`config.mk`:
```
export PLATFORM = sky130hd
export DESIGN_NAME = cat_info_frame_snooper
export DESIGN_NICKNAME = d
export VERILOG_FILES = /design/src/cifs_pkg.sv /design/src/cifs_ram.sv /design/src/cifs_ctrl.sv /design/src/cifs_dp.sv /design/src/cat_info_frame_snooper.sv
export SDC_FILE = /design/constraint.sdc
export NUM_CORES = 1
export LEC_CHECK = 0
export ABC_CLOCK_PERIOD_IN_PS = 3900
export BUFFER_PORTS_ARGS = -buffer_cell sky130_fd_sc_hd__clkbuf_2
export CORE_MARGIN = 3
export CORE_UTILIZATION = 55
export DETAILED_ROUTE_END_ITERATION = 10
export GPL_TIMING_DRIVEN = 1
export PLACE_DENSITY = 0.75
export SYNTH_ARGS = -nofsm -noshare
export SYNTH_HDL_FRONTEND = slang
export SYNTH_SLANG_ARGS = --single-unit
```
`constraint.sdc`:
```
create_clock -name clk -period 3.9 [get_ports clk]
set_input_delay 0.975 -clock clk [delete_from_list [all_inputs] [get_ports clk]]
set_output_delay 0.975 -clock clk [all_outputs]
set_load 0.01 [all_outputs]
```
`src/cifs_pkg.sv`:
```
// ---------------------------------------------------------------------------
// cifs_pkg
// Shared types and constants of the CAT info-frame snooper.
// ---------------------------------------------------------------------------
package cifs_pkg;

  localparam int BUFFER_DEPTH = 64;
  localparam int IDX_W        = $clog2(BUFFER_DEPTH);
  localparam int FREQ_W       = 37;
  localparam int CNT_W        = 16;
  localparam int CFG_AW       = 3;
  localparam int CFG_DW       = 32;

  typedef logic [IDX_W-1:0] idx_t;

  // action codes of an input word
  localparam logic [1:0] ACT_RADIO = 2'd0;
  localparam logic [1:0] ACT_HOST  = 2'd1;
  localparam logic [1:0] ACT_TICK  = 2'd2;

  // register indexes of the configuration port
  localparam logic REG_IDLE_WAIT = 1'b0;
  localparam logic REG_REPOLL    = 1'b1;

  // characters
  localparam logic [7:0] CH_TERM = 8'h3B;  // ';'
  localparam logic [7:0] CH_I    = 8'h49;
  localparam logic [7:0] CH_F    = 8'h46;
  localparam logic [7:0] CH_T    = 8'h54;
  localparam logic [7:0] CH_R    = 8'h52;
  localparam logic [7:0] CH_X    = 8'h58;
  localparam logic [7:0] CH_0    = 8'h30;
  localparam logic [7:0] CH_1    = 8'h31;
  localparam logic [7:0] CH_9    = 8'h39;

  // frame positions
  localparam idx_t POS_HDR1      = IDX_W'(1);
  localparam idx_t POS_FIRST_DIG = IDX_W'(2);
  localparam idx_t POS_LAST_DIG  = IDX_W'(12);
  localparam idx_t POS_MODE      = IDX_W'(29);

  localparam logic [CNT_W-1:0] IDLE_WAIT_RST = CNT_W'(5000);
  localparam logic [CNT_W-1:0] REPOLL_RST    = CNT_W'(2000);

  typedef enum logic [1:0] {
    EMIT_ECHO,
    EMIT_POLL_I,
    EMIT_POLL_F,
    EMIT_POLL_END
  } emit_sel_t;

  typedef struct packed {
    logic      capture;
    logic      dispatch;
    logic      rd_en;
    logic      load;
    emit_sel_t sel;
  } cifs_cmd_t;

  typedef struct packed {
    logic [1:0] action;
    logic       is_term;
    logic       cnt_zero;
    logic       scan_last;
    logic       out_free;
  } cifs_sts_t;

endpackage

```
`src/cifs_ram.sv`:
```
// ---------------------------------------------------------------------------
// cifs_ram
// Generic single-write, single-read RAM with registered read data.
// ---------------------------------------------------------------------------
module cifs_ram #(
  parameter int WIDTH = 8,
  parameter int DEPTH = 64
) (
  input  logic                     clk,
  input  logic                     we,
  input  logic [$clog2(DEPTH)-1:0] waddr,
  input  logic [WIDTH-1:0]         wdata,
  input  logic                     re,
  input  logic [$clog2(DEPTH)-1:0] raddr,
  output logic [WIDTH-1:0]         rdata
);

  logic [WIDTH-1:0] mem [DEPTH];

  always_ff @(posedge clk) begin
    if (we) begin
      mem[waddr] <= wdata;
    end
    if (re) begin
      rdata <= mem[raddr];
    end
  end

endmodule

```
`src/cifs_ctrl.sv`:
```
// ---------------------------------------------------------------------------
// cifs_ctrl
// Sequencer: accepts a word, dispatches it, scans a finished frame and
// hands the results to the output register.
// ---------------------------------------------------------------------------
module cifs_ctrl
  import cifs_pkg::*;
(
  input  logic      clk,
  input  logic      rst_n,
  input  logic      in_valid,
  output logic      in_stall,
  input  cifs_sts_t sts,
  output cifs_cmd_t cmd
);

  typedef enum logic [2:0] {
    ST_IDLE,
    ST_DISPATCH,
    ST_SCAN,
    ST_FINISH,
    ST_EMIT_ECHO,
    ST_EMIT_I,
    ST_EMIT_F,
    ST_EMIT_END
  } state_t;

  state_t state_r, state_nxt;

  always_comb begin
    state_nxt = state_r;
    cmd       = '0;
    cmd.sel   = EMIT_ECHO;
    unique case (state_r)
      ST_IDLE: begin
        if (in_valid) begin
          cmd.capture = 1'b1;
          state_nxt   = ST_DISPATCH;
        end
      end
      ST_DISPATCH: begin
        cmd.dispatch = 1'b1;
        case (sts.action)
          ACT_RADIO: state_nxt = sts.is_term ? ST_SCAN : ST_EMIT_ECHO;
          ACT_HOST:  state_nxt = ST_EMIT_ECHO;
          ACT_TICK:  state_nxt = sts.cnt_zero ? ST_EMIT_I : ST_IDLE;
          default:   state_nxt = ST_IDLE;
        endcase
      end
      ST_SCAN: begin
        cmd.rd_en = 1'b1;
        if (sts.scan_last) begin
          state_nxt = ST_FINISH;
        end
      end
      ST_FINISH: begin
        state_nxt = ST_EMIT_ECHO;
      end
      ST_EMIT_ECHO: begin
        cmd.sel = EMIT_ECHO;
        if (sts.out_free) begin
          cmd.load  = 1'b1;
          state_nxt = ST_IDLE;
        end
      end
      ST_EMIT_I: begin
        cmd.sel = EMIT_POLL_I;
        if (sts.out_free) begin
          cmd.load  = 1'b1;
          state_nxt = ST_EMIT_F;
        end
      end
      ST_EMIT_F: begin
        cmd.sel = EMIT_POLL_F;
        if (sts.out_free) begin
          cmd.load  = 1'b1;
          state_nxt = ST_EMIT_END;
        end
      end
      ST_EMIT_END: begin
        cmd.sel = EMIT_POLL_END;
        if (sts.out_free) begin
          cmd.load  = 1'b1;
          state_nxt = ST_IDLE;
        end
      end
      default: state_nxt = ST_IDLE;
    endcase
  end

  assign in_stall = (state_r != ST_IDLE);

  always_ff @(posedge clk) begin
    if (!rst_n) begin
      state_r <= ST_IDLE;
    end else begin
      state_r <= state_nxt;
    end
  end

endmodule

```
`src/cifs_dp.sv`:
```
// ---------------------------------------------------------------------------
// cifs_dp
// Datapath: frame buffer, frame parser, poll countdown, transmit flag and
// the output register.
// ---------------------------------------------------------------------------
module cifs_dp
  import cifs_pkg::*;
(
  input  logic              clk,
  input  logic              rst_n,
  input  cifs_cmd_t         cmd,
  output cifs_sts_t         sts,
  input  logic [1:0]        in_action,
  input  logic [7:0]        in_data_byte,
  input  logic [CNT_W-1:0]  idle_wait,
  input  logic [CNT_W-1:0]  repoll,
  output logic              out_valid,
  input  logic              out_stall,
  output logic [7:0]        out_byte,
  output logic              out_port,
  output logic [FREQ_W-1:0] out_frequency,
  output logic [3:0]        out_mode_code,
  output logic              out_transmitting,
  output logic              out_info_updated,
  output logic              out_last
);

  // captured word
  logic [1:0] act_r;
  logic [7:0] byte_r;

  // architectural state
  idx_t              widx_r;
  logic [7:0]        prev_r;
  logic [CNT_W-1:0]  cnt_r;
  logic [FREQ_W-1:0] freq_r;
  logic [3:0]        mode_r;
  logic              tx_r;
  logic              upd_r;
  logic [BUFFER_DEPTH-1:0] valid_r;

  // scan
  idx_t              pos_r;
  idx_t              rd_pos_r;
  logic              rd_act_r;
  logic              rd_vld_r;
  logic [7:0]        rdata;
  logic [7:0]        rd_byte;
  logic              rd_digit;
  logic [FREQ_W-1:0] facc_r;
  logic              stop_r;
  logic              hdr0_r;
  logic              hdr_ok_r;
  logic [3:0]        mode_dec;

  logic              out_valid_r;
  logic              wr_en;

  assign wr_en = cmd.dispatch && (act_r == ACT_RADIO);

  cifs_ram #(
    .WIDTH (8),
    .DEPTH (BUFFER_DEPTH)
  ) u_buf (
    .clk   (clk),
    .we    (wr_en),
    .waddr (widx_r),
    .wdata (byte_r),
    .re    (cmd.rd_en),
    .raddr (pos_r),
    .rdata (rdata)
  );

  // never-written entries read as zero
  assign rd_byte  = rd_vld_r ? rdata : 8'h00;
  assign rd_digit = (rd_byte >= CH_0) && (rd_byte <= CH_9);
  assign mode_dec = ((rd_byte >= CH_1) && (rd_byte <= CH_9)) ? rd_byte[3:0] : 4'd0;

  assign sts.action    = act_r;
  assign sts.is_term   = (byte_r == CH_TERM);
  assign sts.cnt_zero  = (cnt_r == '0);
  assign sts.scan_last = (pos_r == POS_MODE);
  assign sts.out_free  = !out_valid_r || !out_stall;

  always_ff @(posedge clk) begin
    if (cmd.capture) begin
      act_r  <= in_action;
      byte_r <= in_data_byte;
    end
  end

  // architectural state
  always_ff @(posedge clk) begin
    if (!rst_n) begin
      widx_r  <= '0;
      prev_r  <= '0;
      cnt_r   <= '0;
      freq_r  <= '0;
      mode_r  <= '0;
      tx_r    <= 1'b0;
      upd_r   <= 1'b0;
      valid_r <= '0;
    end else begin
      if (cmd.dispatch) begin
        upd_r <= 1'b0;
        case (act_r)
          ACT_RADIO: begin
            cnt_r           <= idle_wait;
            valid_r[widx_r] <= 1'b1;
            if (byte_r == CH_TERM || widx_r == IDX_W'(BUFFER_DEPTH - 1)) begin
              widx_r <= '0;
            end else begin
              widx_r <= widx_r + 1'b1;
            end
          end
          ACT_HOST: begin
            cnt_r  <= idle_wait;
            prev_r <= byte_r;
            if (byte_r == CH_X && prev_r == CH_T) begin
              tx_r <= 1'b1;
            end else if (byte_r == CH_X && prev_r == CH_R) begin
              tx_r <= 1'b0;
            end
          end
          ACT_TICK: begin
            cnt_r <= (cnt_r == '0) ? repoll : cnt_r - 1'b1;
          end
          default: ;
        endcase
      end
      // commit the parse once the mode byte arrives
      if (rd_act_r && rd_pos_r == POS_MODE && hdr_ok_r) begin
        freq_r <= facc_r;
        mode_r <= mode_dec;
        upd_r  <= 1'b1;
      end
    end
  end

  // frame scan: positions 0..12, then the mode position
  always_ff @(posedge clk) begin
    if (!rst_n) begin
      rd_act_r <= 1'b0;
    end else begin
      rd_act_r <= cmd.rd_en;
    end
  end

  always_ff @(posedge clk) begin
    if (cmd.dispatch) begin
      pos_r <= '0;
    end else if (cmd.rd_en) begin
      pos_r <= (pos_r == POS_LAST_DIG) ? POS_MODE : pos_r + 1'b1;
    end
    if (cmd.rd_en) begin
      rd_pos_r <= pos_r;
      rd_vld_r <= valid_r[pos_r];
    end
    if (rd_act_r) begin
      if (rd_pos_r == '0) begin
        hdr0_r <= (rd_byte == CH_I);
        facc_r <= '0;
        stop_r <= 1'b0;
      end else if (rd_pos_r == POS_HDR1) begin
        hdr_ok_r <= hdr0_r && (rd_byte == CH_F);
      end else if (rd_pos_r >= POS_FIRST_DIG && rd_pos_r <= POS_LAST_DIG && !stop_r) begin
        if (rd_digit) begin
          facc_r <= (facc_r << 3) + (facc_r << 1) + FREQ_W'(rd_byte[3:0]);
        end else begin
          stop_r <= 1'b1;
        end
      end
    end
  end

  // output register
  always_ff @(posedge clk) begin
    if (!rst_n) begin
      out_valid_r <= 1'b0;
    end else if (cmd.load) begin
      out_valid_r <= 1'b1;
    end else if (!out_stall) begin
      out_valid_r <= 1'b0;
    end
  end

  always_ff @(posedge clk) begin
    if (cmd.load) begin
      out_frequency    <= freq_r;
      out_mode_code    <= mode_r;
      out_transmitting <= tx_r;
      case (cmd.sel)
        EMIT_ECHO: begin
          out_byte         <= byte_r;
          out_port         <= (act_r == ACT_HOST);
          out_info_updated <= upd_r && (act_r == ACT_RADIO);
          out_last         <= 1'b1;
        end
        EMIT_POLL_I: begin
          out_byte         <= CH_I;
          out_port         <= 1'b1;
          out_info_updated <= 1'b0;
          out_last         <= 1'b0;
        end
        EMIT_POLL_F: begin
          out_byte         <= CH_F;
          out_port         <= 1'b1;
          out_info_updated <= 1'b0;
          out_last         <= 1'b0;
        end
        default: begin
          out_byte         <= CH_TERM;
          out_port         <= 1'b1;
          out_info_updated <= 1'b0;
          out_last         <= 1'b1;
        end
      endcase
    end
  end

  assign out_valid = out_valid_r;

endmodule

```
`src/cat_info_frame_snooper.sv`:
```
// ---------------------------------------------------------------------------
// cat_info_frame_snooper
// Watches radio and host CAT traffic, parses IF info frames and polls the
// radio with "IF;" when both links have been silent long enough.
// ---------------------------------------------------------------------------
//
//  channel   direction  handshake           words per item
//  in_       input      in_valid/in_stall   one word: action and data byte
//  out_      output     out_valid/out_stall 0, 1 or 3 words, last one flagged
//  apb       config     psel/penable/pready two 16-bit registers at 0x0, 0x4
//
// Every item passes the accept and dispatch states. A radio ';' then
// scans the frame with 14 buffer reads (positions 0..12 and 29) through
// the single read port of the frame buffer before its echo is emitted.
// A polling tick emits three output words; a silent tick or action 3 ends
// after dispatch with no output word.
// Reset (rst_n low at a clock edge) clears the sequencer, the output valid
// flag, the frame buffer's valid bits and the parse results at once;
// there is no clearing pass, unwritten buffer entries read as zero.
// A stalled output holds its word; the sequencer then waits in its emit
// state, and accepts the next input word as soon as the last result of the
// current one is in the output register.
//
module cat_info_frame_snooper
  import cifs_pkg::*;
(
  input  logic              clk,
  input  logic              rst_n,
  // input channel
  input  logic              in_valid,
  output logic              in_stall,
  input  logic [1:0]        in_action,
  input  logic [7:0]        in_data_byte,
  // result channel
  output logic              out_valid,
  input  logic              out_stall,
  output logic [7:0]        out_byte,
  output logic              out_port,
  output logic [FREQ_W-1:0] out_frequency,
  output logic [3:0]        out_mode_code,
  output logic              out_transmitting,
  output logic              out_info_updated,
  output logic              out_last,
  // configuration port
  input  logic              psel,
  input  logic              penable,
  input  logic              pwrite,
  input  logic [CFG_AW-1:0] paddr,
  input  logic [CFG_DW-1:0] pwdata,
  output logic [CFG_DW-1:0] prdata,
  output logic              pready
);

  cifs_cmd_t cmd;
  cifs_sts_t sts;

  logic [CNT_W-1:0] idle_wait_r;
  logic [CNT_W-1:0] repoll_r;
  logic             cfg_wr;
  logic             cfg_sel;

  // register index is the word address; no wait states
  assign pready  = 1'b1;
  assign cfg_sel = paddr[2];
  assign cfg_wr  = psel && penable && pwrite;

  always_ff @(posedge clk) begin
    if (!rst_n) begin
      idle_wait_r <= IDLE_WAIT_RST;
      repoll_r    <= REPOLL_RST;
    end else if (cfg_wr) begin
      unique case (cfg_sel)
        REG_IDLE_WAIT: idle_wait_r <= pwdata[CNT_W-1:0];
        REG_REPOLL:    repoll_r    <= pwdata[CNT_W-1:0];
        default: ;
      endcase
    end
  end

  always_comb begin
    unique case (cfg_sel)
      REG_IDLE_WAIT: prdata = CFG_DW'(idle_wait_r);
      REG_REPOLL:    prdata = CFG_DW'(repoll_r);
      default:       prdata = '0;
    endcase
  end

  // sequencer: accept, dispatch, scan, emit
  cifs_ctrl u_ctrl (
    .clk      (clk),
    .rst_n    (rst_n),
    .in_valid (in_valid),
    .in_stall (in_stall),
    .sts      (sts),
    .cmd      (cmd)
  );

  // buffer, parser, counters and output register
  cifs_dp u_dp (
    .clk              (clk),
    .rst_n            (rst_n),
    .cmd              (cmd),
    .sts              (sts),
    .in_action        (in_action),
    .in_data_byte     (in_data_byte),
    .idle_wait        (idle_wait_r),
    .repoll           (repoll_r),
    .out_valid        (out_valid),
    .out_stall        (out_stall),
    .out_byte         (out_byte),
    .out_port         (out_port),
    .out_frequency    (out_frequency),
    .out_mode_code    (out_mode_code),
    .out_transmitting (out_transmitting),
    .out_info_updated (out_info_updated),
    .out_last         (out_last)
  );

endmodule

```
Yosys cells after proc, flatten, opt, wreduce, memory -nomap -nowiden
Memory sizes are Yosys's and may differ from the RTL's. A register that Yosys moved wholly into a read port is not among the register bits.
Cells that the tools add are included.
Word-level totals
  bits in registers: 290
  bits in latches: 0
  memory bits (writable): 512
  bits in read-only memories: 0
  input bits: 52
  output and inout port bits: 88
  logic and storage cells: 162
  memories: 1
Memory list
  u_dp.u_buf.mem: depth 64, width 8, read ports 1, clocked after Yosys merged registers in 1, wr ports 1, line cifs_ram.sv:18  | logic [WIDTH-1:0] mem [DEPTH];
Operators by class
  add/subtract/negate cells: 5
  multiply operators: 0
  div/mod/pow operators: 0
  $lt $le $gt $ge: 8
  equal/unequal tests: 30
  shifts and indexed selects: 0
  muxes and demuxes: 42
  bitwise gates (word level): 3
  reductions and logical operators: 44
Operator list (count)
  $mux W37: 3
  $or A64 B64 Y64: 1
  $pmux W32 S2: 1
  $eq A8 B7 Y1 const B: 5
  $add A37 B37 Y37: 1
  $add A37 B4 Y37: 1
  $pmux W16 S2: 1
  $pmux W8 S3: 1
  $mux W3: 7
  $pmux W3 S7: 1
  $mux W1: 19
  $ge A8 B6 Y1 const B: 2
  $logic_not A16 Y1: 1
  $mux W16: 1
  $sub A16 B1 Y16 const B: 1
  $logic_and A1 B1 Y1: 14
  $lt A6 B7 Y1 const B: 2
  $add A6 B1 Y6 const B: 2
  $eq A3 B3 Y1 const B: 4
  $eq A6 B5 Y1 const B: 2
  $mux W6: 2
  $pmux W3 S4: 1
  $reduce_and A2 Y1: 6
  $ne A2 B2 Y1 const B: 5
  30 further kinds: 48

Logic depth before layout (Yosys ltp)
Gate-level depths: netlist of run 1.
  word-level depth: 7
  gate-level depth with buffers: 12
  gate-level depth less buffers: 12

By module
A second synthesis of run 1 with hierarchy kept.
Unflattened totals
  cell total of the unflattened synthesis: 2395
  area, all modules: 34749.6 um^2
Modules (own cells, without submodules)
  cifs_ram: times used 1, cells an instance 940, area each 20246.9 um^2, seq. area each 15615.0 um^2
  cifs_dp: times used 1, cells an instance 1256, area each 12604.6 um^2, seq. area each 6206.0 um^2
  cat_info_frame_snooper: times used 1, cells an instance 166, area each 1630.3 um^2, seq. area each 640.6 um^2
  cifs_ctrl: times used 1, cells an instance 33, area each 267.8 um^2, seq. area each 60.1 um^2

Least setup slack after synthesis of run 1
No wires, ideal clock.
  path kind: input to register
  start: in out_stall
  end: reg u_dp.out_byte[0], enable pin
  setup time: 0.481 ns
  arrival: 3.581 ns
  data required time: 3.419 ns
  setup slack: -0.163 ns
  stages: 1
  path buffers: 0
  cells stage by stage: a21oi_1
On the way
  longest elaborated chain between the ends: 4
RTL lines
  start: declaration: line cat_info_frame_snooper.sv:36  | input logic out_stall,
  $logic_not A1 Y1: line cifs_dp.sv:83  | assign sts.out_free = !out_valid_r || !out_stall;
  $logic_or A1 B1 Y1: line cifs_dp.sv:83
  $mux W1
  $pmux W3 S4: line cifs_ctrl.sv:34  | unique case (state_r)
  end signal: assignment: line cifs_dp.sv:194  | out_byte <= byte_r;
  end: declaration: line cifs_dp.sv:19  | output logic [7:0] out_byte,
Every way passes these cells.
A chain may end at the register's enable or synchronous reset.

Worst setup path in the final report of run 1
  start: reg u_dp.rd_vld_r
  end: reg u_dp.facc_r[24], data pin
On the way
  longest elaborated chain between the ends: 5
RTL lines
  start: declaration: line cifs_dp.sv:46  | logic rd_vld_r;
  start signal: assignment: line cifs_dp.sv:157  | rd_vld_r <= valid_r[pos_r];
  $mux W8: line cifs_dp.sv:75  | assign rd_byte = rd_vld_r ? rdata : 8'h00;
  $add A37 B4 Y37: line cifs_dp.sv:168  | facc_r <= (facc_r << 3) + (facc_r << 1) + FREQ_W'(rd_byte[3:0]);
  $mux W37: line cifs_dp.sv:167  | if (rd_digit) begin
  $mux W37: line cifs_dp.sv:166  | end else if (rd_pos_r >= POS_FIRST_DIG && rd_pos_r <= POS_LAST_DIG && !stop_r) begin
  $mux W37: line cifs_dp.sv:164  | end else if (rd_pos_r == POS_HDR1) begin
  end signal: assignment: line cifs_dp.sv:168
  end: declaration: line cifs_dp.sv:50  | logic [FREQ_W-1:0] facc_r;
Every way passes these cells. The select of a mux whose other input is x is not followed.

==> flow_summary.toml, run 1 <==
[synthesis]
synthCells = 2198
ys_seq_area_frac = 0.6666
syn_avg_cell_area_um2 = 15.37
synth_top_area_cell = "edfxtp_1"
synth_warnings = 0
synth_cell_type_count = 65
synth_edf_count = 630
synthFlopType = "edfxtp_1"
async_flop_share = 0
synth_top_area_share = 0.5600
synth_area_mm2 = 0.03378
netlist_top_cells_area = "edfxtp_1 56%, mux4_2 12%, dfxtp_1 11%"
synth_seq_cells = 810

[floorplanning]
core_area_mm2 = 0.06058
io_pins = 140
die_w_um = 253.8
floorplan.rows = 90
die-height_um = 253.8
dieArea_mm2 = 0.06443
initial_core_util = 0.5576

[critical_path]
slowest_delay_ps = 480
cp-start-kind = "flip-flop"
crit_family = "compound AO/OA/AOI/OAI gates"
arrival_ps = 3950
r2r_start = "u_dp.rd_vld_r$_DFFE_PP_"
r2r_cells = 12
crit_slowest_cell = "edfxtp_1"
path_buf_inv = 0
ff2ff_setup_slack_ps = 310
required_ps = 4260
path_depth = 12
worstSetupPathType = "reg -> reg"
worstReg2RegEnd = "u_dp.facc_r[24]$_SDFFCE_PN0P_"
crit_chain = "and2_1 > ha_1 > ha_1 > fa_1 > a211oi_1 > o21ai_1 > o2111ai_2 > a21boi_0 > o21ai_0 > a31oi_1 > nor3_1 > nor3_1"
endpoint_kind = "flip-flop"
cp_max_fo = 8

[clock_network]
ctsResizeCount = 0
cts-buffers-inserted = 82
cts_setup_buffers = 0
clk_latency_ps = 640
cts_sinks = 810
clockBufferDepth = 3
clk_pin_slew_ps = 60
cts-root-buf = "clkbuf_16"
tritoncts = "done"
cts_max_level = 3
cts-hold-fix-buffers = 0

[finish]
layout-drive-gt1-share = 0.2177
antenna_cells = 0
instances_no_fill = 3198
syn2layout_area_growth_pct = 13.14
fill_cells = 4179
final_nets = 2473

[worst_hold_path]
hold_end = "u_dp.out_frequency[24]$_DFFE_PP_"
hold_path_depth = 0
hold_start = "u_dp.freq_r[24]$_SDFFE_PN0P_"
hp-class = "reg -> reg"

[routing]
drc_errors = 0
drt_pass1_iterations = 7
wire_per_inst_um = 22.96
via_per_inst = 6.068
drt_wl_total_um = 73420
num_vias = 19410
drt_iter0_markers = 1740
ant_nets = 0

[grt]
grt_pass1_wl_um = 113700
grt_pass1_vias = 19580
overflow = 0
grt_start_max_net_pins = 94
grt_usage = 0.2319
antenna_found_initial = 0

[place]
io_buffers = 104
gp_congestion = 0.9125
place_inst = 3044
hpwlAfterDp_um = 45270

[pwr]
power.total_mw = 18.17
pwr_density_cell_mw_per_mm2 = 475.5
peakVddDrop_uv = 388.0
p_leak_nw = 12.87

[sta]
fin_tns_setup_ps = 0
max_freq_mhz = 278.7
clock_skew_ps = 26.71
slew_violations = 0
slew_headroom = 0.3278
min_period_over_period = 0.9199
finalHoldViolCount = 0
rsz0062_at_grt = "false"
worst_pin_slew_ps = 1008
post-route-min-period_ps = 3588
setup_viol = 0

[run]
drv_cap = 0

[status]
status = "finished clean"
[worst register-to-register path, cell delays in order (launching register included)]
cell       delay (ps)
edfxtp_1          480
and2_1            230
ha_1              280
ha_1              240
fa_1              430
a211oi_1          250
o21ai_1           180
o2111ai_2         310
a21boi_0          180
o21ai_0           320
a31oi_1           180
nor3_1            150
nor3_1             70
[area by class of cell]
class                   count  area (um^2)  area share
repair buffers            187         1246     0.03260
multi-input cells        1241        10640      0.2783
well taps                 782        978.4     0.02560
flip-flops and latches    810        22530      0.5895
inverters                  24        90.09    0.002357
clock inverters            38        425.4     0.01113
clock buffers             116         2311     0.06046
[synth_stat cells, types with 3 or more instances]
library cell    n
dfxtp_1       180
nor4_1          8
mux2_2         16
buf_2          13
o21ai_0        40
nand3_1        45
mux2i_1        18
and3_1          6
clkbuf_1       95
or3_1           7
xnor2_1        22
mux4_2        180
and4_1          4
a21o_1         24
nand2b_1        4
a21boi_0       70
a211oi_1       16
o21bai_1        7
nand4_1        11
o211a_1         4
and2_1         21
inv_1          24
o31a_1          3
nor2b_1        16
a21boi_1        4
o311ai_1        3
a31oi_1        10
buf_4          25
nor4b_1         3
nor2_1        145
ha_1           74
xor2_1         11
o211ai_1       14
a21oi_1        64
nand3b_1        6
edfxtp_1      630
nor3_1         28
buf_1           3
nand2_1       233
o21a_1         69
o221ai_1        4
[per-layer routing]
| metal | vias to the layer above | wire length, um | track usage |
|---|---|---|---|
| li1 | 8759 | - | - |
| met1 | 9738 | 29520 | 0.3093 |
| met2 | 767 | 36390 | 0.3860 |
| met3 | 143 | 5411 | 0.04759 |
| met4 | 0 | 2100 | 0.07602 |
| met5 | - | 0 | 0 |
[through the flow]
stage	setup WS, ps	cell area, um^2	hold WS (ps)	utilization
2_1_floorplan	777.8	33840	406.4	-
3_3_place_gp	276.1	35480	412.5	0.5857
3_5_place_dp	266.1	35480	416.1	0.5857
4_1_cts	260.5	38220	423.9	0.6308
5_1_grt	109.3	38220	437.9	0.6309
6_report	312.2	38220	423.8	0.6309
[how the worst max path moves through the flow]
stage | startpoint | end | slack [ps]
after floorplan | u_dp.rd_vld_r$_DFFE_PP_ | u_dp.facc_r[34]$_SDFFCE_PN0P_ | 780
after global placement | u_dp.rd_vld_r$_DFFE_PP_ | u_dp.facc_r[24]$_SDFFCE_PN0P_ | 280
after detailed placement | u_dp.rd_vld_r$_DFFE_PP_ | u_dp.facc_r[24]$_SDFFCE_PN0P_ | 270
after CTS | u_dp.rd_vld_r$_DFFE_PP_ | u_dp.facc_r[24]$_SDFFCE_PN0P_ | 260
after global routing | u_dp.rd_vld_r$_DFFE_PP_ | u_dp.facc_r[24]$_SDFFCE_PN0P_ | 110
final | u_dp.rd_vld_r$_DFFE_PP_ | u_dp.facc_r[24]$_SDFFCE_PN0P_ | 310
[layout by cell type (no fill, tap or decap), drive strengths merged, types with 5 or more instances in the layout]
cell,n
edfxtp,630
nand2,233
clkbuf,219
mux4,180
dfxtp,180
nor2,145
buf,84
ha,74
a21boi,74
o21a,69
a21oi,64
nand3,45
o21ai,42
inv,33
nor3,28
a21o,24
xnor2,22
and2,21
clkinv,21
mux2i,18
conb,17
nor2b,16
a211oi,16
mux2,16
o211ai,14
nand4,11
xor2,11
a31oi,10
nor4,9
or3,7
o21bai,7
nand3b,6
and3,6
bufinv,6
o311ai,5
[sequential cells by signal, summed over array words and instances (netlist names), 6 cells and up]
name / flops
idle_wait_r: 16
repoll_r: 16
u_dp.byte_r: 8
u_dp.cnt_r: 16
u_dp.facc_r: 37
u_dp.freq_r: 37
u_dp.out_byte: 8
u_dp.out_frequency: 37
u_dp.pos_r: 6
u_dp.prev_r: 8
u_dp.rd_pos_r: 6
u_dp.u_buf.mem: 512
u_dp.u_buf.rdata: 8
u_dp.valid_r: 64
u_dp.widx_r: 6
[report_power, final]
| part | total [mW] | switching [mW] | internal [mW] |
|---|---|---|---|
| Clock | 7.85 | 3.26 | 4.59 |
| Combinational | 0.849 | 0.554 | 0.295 |
| Sequential | 9.47 | 0.0669 | 9.41 |
[cell families after synthesis]
| group | after synthesis | synth area share |
|---|---|---|
| AO/OA/AOI/OAI | 352 | 0.07144 |
| XOR/XNOR | 33 | 0.008555 |
| adder cells (fa/ha/maj) | 75 | 0.02800 |
| buffers and inverters | 162 | 0.02170 |
| flip-flops | 810 | 0.6666 |
| multiplexers | 214 | 0.1307 |
| other | 2 | 0.0002223 |
| AND/OR/NAND/NOR | 550 | 0.07278 |
(Power assumes the default switching activity.)
==> run 2, diff against run 1 <==
Settings changed: BUFFER_PORTS_ARGS -buffer_cell sky130_fd_sc_hd__clkbuf_2 to -buffer_cell sky130_fd_sc_hd__buf_2.
==> run 2 against run 1 <==
Final area shrank 0.12%. Via count is essentially flat. Sequential share of layout area grew 0.070 points. Register-to-register slack is essentially flat. Power shrank 0.54%. Hold slack lost 3.3 ps. Worst setup slack gained 2.3 ps. Utilization shrank 0.074 points. Critical path type unchanged. Largest cell class unchanged. Largest power group unchanged. Highest routed layer is now met5.
==> flow_summary.toml, run 2 (synthesis results as in run 1) <==
[critical_path]
path_depth = 12
slowest_delay_ps = 490
r2r_start = "u_dp.rd_vld_r$_DFFE_PP_"
path_buf_inv = 0
crit_slowest_cell = "edfxtp_1"
crit_chain = "and2_1 > ha_1 > ha_1 > fa_1 > a211oi_1 > o21ai_1 > o2111ai_2 > a21boi_0 > o21ai_0 > a31oi_1 > nor3_1 > nor3_1"
worstReg2RegEnd = "u_dp.facc_r[24]$_SDFFCE_PN0P_"
critPathCapture = "u_dp.facc_r[24]$_SDFFCE_PN0P_"
worstSetupPathType = "reg -> reg"
required_ps = 4260
endpoint_kind = "flip-flop"
crit_family = "compound AO/OA/AOI/OAI gates"
cp-start-kind = "flip-flop"
r2r_cells = 12
arrival_ps = 3950
ff2ff_setup_slack_ps = 310
worstSetupStartpoint = "u_dp.rd_vld_r$_DFFE_PP_"
cp_max_fo = 8

[floorplanning]
die-height_um = 253.8
die_w_um = 253.8
floorplan.rows = 90
initial_core_util = 0.5576
dieArea_mm2 = 0.06443
core_area_mm2 = 0.06058
io_pins = 140

[sta]
slew_violations = 0
slew_headroom = 0.3496
rsz0062_at_grt = "false"
setup_viol = 0
post-route-min-period_ps = 3585
clock_skew_ps = 25.23
worst_pin_slew_ps = 975.6
max_freq_mhz = 278.9
fin_tns_setup_ps = 0
finalHoldViolCount = 0
finalWorstSetupSlack_ps = 314.5
min_period_over_period = 0.9194

[finish]
layout-drive-gt1-share = 0.2174
final_common_cell = "edfxtp_1"
final_nets = 2469
fin_util = 0.6302
top_regs = "u_dp.u_buf.mem: 512 flops, u_dp.valid_r: 64 flops"
regMostFlops = "u_dp.u_buf.mem"
largest_reg_flops = 512
syn2layout_area_growth_pct = 13.01
fill_cells = 4278
mostFrequentLayoutCells = "630 x edfxtp_1, 233 x nand2_1, 180 x mux4_2"

[pwr]
p_leak_nw = 12.81
pwr_density_cell_mw_per_mm2 = 473.5
peakVddDrop_uv = 434.8

[place]
dpl_worst_slack_ps = 284.5
gp_congestion = 0.8509
hpwlAfterDp_um = 44760
io_buffers = 104

[clock_network]
cts-root-buf = "clkbuf_16"
tritoncts = "done"
clk_latency_ps = 630
clockBufferDepth = 3
cts-buffers-inserted = 81
clk_pin_slew_ps = 70
cts_sinks = 810
cts_max_level = 3

[grt]
grt_usage = 0.2280
grt_pass1_vias = 19490
overflow = 0
antenna_found_initial = 1
grt_pass1_wl_um = 112400
grt_start_max_net_pins = 92

[routing]
drt_wl_total_um = 71960
drt_pass1_iterations = 5
num_vias = 19390
drt_iter0_markers = 1795
drc_errors = 0
wire_per_inst_um = 22.53
ant_nets = 0
via_per_inst = 6.072

[status]
status = "finished clean"

[worst_hold_path]
hold_start = "u_dp.freq_r[25]$_SDFFE_PN0P_"
hp-class = "reg -> reg"

[run]
drv_cap = 0
run 2: cell types whose count changed in the layout (fill, tap and decap cells not counted), sizes merged:
cell and change:
bufinv +1, inv -6, diode +2, clkinvlp +5, buf +100, clkbuf -114, clkinv +8
run 2: worst min path at each step:
stage,end,slack [ps],depth (start not counted)
after floorplan,u_dp.rd_pos_r[3]$_DFFE_PP_,410,0
after global placement,u_dp.out_frequency[19]$_DFFE_PP_,410,0
after detailed placement,u_dp.out_frequency[18]$_DFFE_PP_,410,0
after CTS,u_dp.out_frequency[25]$_DFFE_PP_,420,0
after global routing,u_dp.out_frequency[22]$_DFFE_PP_,430,0
final,u_dp.out_frequency[25]$_DFFE_PP_,420,0
run 2: what timing repair did:
| item | in CTS | in global routing |
|---|---|---|
| hold buffers | 0 | 0 |
| gates resized for setup | 0 | 1 |
| setup buffers | 0 | 0 |
| endpoints found under the setup margin | 0 | 2 |
run 2: layout make-up:
cell class | count | area [um^2] | area share
antenna | 2 | 5.005 | 0.0001311
timing repair buffer | 184 | 1249 | 0.03271
multi-input combinational | 1241 | 10640 | 0.2787
sequential | 810 | 22530 | 0.5902
inverter | 24 | 90.09 | 0.002360
clock buffer | 105 | 2230 | 0.05840
clock inverter | 46 | 454.2 | 0.01190
tap | 782 | 978.4 | 0.02563
run 2: layer usage:
layer  part of all wire  GRT usage  up-vias
met5            0.00018          0        -
met4              0.029    0.07339        2
met3              0.071    0.04380      140
met2               0.49     0.3773      714
met1               0.41     0.3088     9798
li1                   -          -     8739
run 2: report_power, final:
| part | leakage, nW | internal (mW) | switching (mW) |
|---|---|---|---|
| clock | 1.30 | 4.53 | 3.22 |
| sequential | 7.13 | 9.41 | 0.0602 |
| combinational | 4.37 | 0.301 | 0.563 |
| total | 12.8 | 14.2 | 3.84 |
run 2: worst reg2reg max path, delay by kind of cell (launching register included):
family | cells | cell delay, ps
AOI/OAI and AO/OA | 6 | 1410
adders and majority gates | 3 | 970
DFF | 1 | 490
and+or+nand+nor | 3 | 450
run 2: per-stage QoR:
step	area, um^2	power (mW)	hold slack, ps	instances
2_1_floorplan	33840	10.22	406.4	2213
3_3_place_gp	35480	10.47	412.3	3041
3_5_place_dp	35480	10.51	413.8	3041
4_1_cts	38170	18.22	421.6	3192
5_1_grt	38170	18.62	434.1	3192
6_report	38180	18.08	420.4	3194
==> run 3, diff against run 2 <==
Settings changed: ABC_CLOCK_PERIOD_IN_PS 3900 to default, REMOVE_ABC_BUFFERS from default to 1.
==> run 3 against run 2 <==
Worst setup slack lost 57 ps. Power shrank 1.0%. Largest cell class unchanged. Final cell count is essentially flat. Critical endpoint is now u_dp.facc_r[34]$_SDFFCE_PN0P_. Sequential power is essentially flat. Highest routed layer is now met4. Sequential share of layout area grew 0.14 points. Combinational power shrank 2%. Via count is essentially flat.
==> flow_summary.toml, run 3 (synthesis results as in run 1) <==
[floorplanning]
io_pins = 140
die_w_um = 253.8
die-height_um = 253.8
dieArea_mm2 = 0.06443
floorplan.rows = 90
core_area_mm2 = 0.06058
initial_core_util = 0.5576

[routing]
via_per_inst = 6.064
drt_pass1_iterations = 5
ant_nets = 0
drt_wl_total_um = 72150
num_vias = 19380
wire_per_inst_um = 22.58
drc_errors = 0
drt_iter0_markers = 1857

[worst_hold_path]
hp-class = "reg -> reg"
hold_path_depth = 0

[critical_path]
arrival_ps = 4000
worstSetupPathType = "reg -> reg"
crit_chain = "and2_1 > ha_1 > ha_1 > fa_1 > a211oi_1 > o21ai_1 > o2111ai_2 > o211a_1 > o31ai_2 > a41oi_1 > xnor2_1 > nor2_1"
r2r_cells = 12
slowest_delay_ps = 490
cpMostUsedCell = "ha_1"
cp_max_fo = 8
required_ps = 4260
cp-start-kind = "flip-flop"
endpoint_kind = "flip-flop"
crit_slowest_cell = "edfxtp_1"

[place]
dpl_worst_slack_ps = 209.9
place_inst = 3046
io_buffers = 104
gp_congestion = 0.8857
hpwlAfterDp_um = 45180

[sta]
setup_viol = 0
slew_headroom = 0.3643
worst_pin_slew_ps = 950.1
finalWorstSetupSlack_ps = 257.5
max_freq_mhz = 274.5
slew_violations = 0
post-route-min-period_ps = 3643
min_period_over_period = 0.9340
finalHoldViolCount = 0
rsz0062_at_grt = "false"
clock_skew_ps = 22.88

[run]
drv_cap = 0

[clock_network]
clk_pin_slew_ps = 60
clockBufferDepth = 3
cts_max_level = 3
cts-root-buf = "clkbuf_16"
cts_sinks = 810
clk_latency_ps = 630
tritoncts = "done"
cts-buffers-inserted = 80

[grt]
grt_use_met2 = 0.3882
use_met1 = 0.3025
grt_start_max_net_pins = 109
antenna_found_initial = 0
grt_usage = 0.2276
grt_pass1_vias = 19610
grt.busiest_layer = "met2"
grt_util_met3 = 0.03674
overflow = 0
grt_pass1_wl_um = 112500

[pwr]
p_leak_nw = 12.80
peakVddDrop_uv = 401.7
pwr_density_cell_mw_per_mm2 = 469.7
power.total_mw = 17.89

[finish]
instances_no_fill = 3196
largest_reg_flops = 512
fin_util = 0.6287
fill_cells = 4228
regMostFlops = "u_dp.u_buf.mem"
antenna_cells = 0
syn2layout_area_growth_pct = 12.75
final_common_cell = "edfxtp_1"
layout-drive-gt1-share = 0.2167
top_regs = "u_dp.u_buf.mem: 512 flops, u_dp.valid_r: 64 flops"
mostFrequentLayoutCells = "630 x edfxtp_1, 233 x nand2_1, 180 x mux4_2"
final_nets = 2473

[status]
status = "finished clean"
## run 3: cell types whose count changed in the layout (fill, tap and decap cells not counted), sizes merged, moves of 2 or more
cell / previous run / this run
clkbuf: 105 / 113
bufinv: 7 / 5
diode: 2 / 0
clkinvlp: 7 / 3
buf: 184 / 189
clkinv: 29 / 25
## run 3: path summary, 6_finish.rpt
path,startpoint,to,slack (ps)
worst max-delay path,u_dp.rd_vld_r$_DFFE_PP_,u_dp.facc_r[34]$_SDFFCE_PN0P_,260
worst min-delay path,u_dp.freq_r[30]$_SDFFE_PN0P_,u_dp.out_frequency[30]$_DFFE_PP_,420
worst max register to register,u_dp.rd_vld_r$_DFFE_PP_,u_dp.facc_r[34]$_SDFFCE_PN0P_,260
worst min register to register,u_dp.freq_r[30]$_SDFFE_PN0P_,u_dp.out_frequency[30]$_DFFE_PP_,420
## run 3: where the power goes
| group | switching [mW] | leakage, nW | total (mW) | internal, mW |
|---|---|---|---|---|
| registers | 0.0592 | 7.13 | 9.46 | 9.41 |
| clock network | 3.19 | 1.28 | 7.58 | 4.39 |
| logic | 0.556 | 4.39 | 0.847 | 0.291 |
## run 3: per-stage QoR
stage / hold slack [ps] / instance area (um^2) / TNS (ps)
floorplan: 408.1 / 33200 / -72270
global placement: 412.9 / 35480 / 0
detailed placement: 414.6 / 35480 / 0
CTS: 427.0 / 38080 / 0
global route: 434.2 / 38090 / 0
finish: 424.4 / 38090 / 0
## run 3: critical path: cells and delay by family (launching register included)
kind                     cells  cell delay [ps]
XOR/XNOR                     1              180
adder cells (fa/ha/maj)      3              740
AO/OA/AOI/OAI                6             1670
flip-flops                   1              490
AND/OR/NAND/NOR              2              280
## run 3: cell type report
type | count | area, um^2 | share of cell area
well taps | 782 | 978.4 | 0.02569
clock inverters | 37 | 357.8 | 0.009395
inverters | 24 | 90.09 | 0.002365
flip-flops and latches | 810 | 22530 | 0.5916
multi-input cells | 1241 | 10630 | 0.2791
repair buffers | 189 | 1249 | 0.03278
clock buffers | 113 | 2248 | 0.05903
## run 3: metal layers
metal | part of all wire | wire length (um) | up-vias
met5 | 0 | 0 | -
met4 | 0.026 | 1843 | 0
met3 | 0.065 | 4687 | 127
met2 | 0.51 | 36710 | 715
met1 | 0.40 | 28910 | 9801
li1 | - | - | 8737
## run 3: timing repair
item                                   4_1_cts  5_1_grt
hold buffers                                 0        0
buffers inserted                             0        0
resized for setup                            0        1
endpoints found under the hold margin        0        0
setup endpoints to repair                    0        3
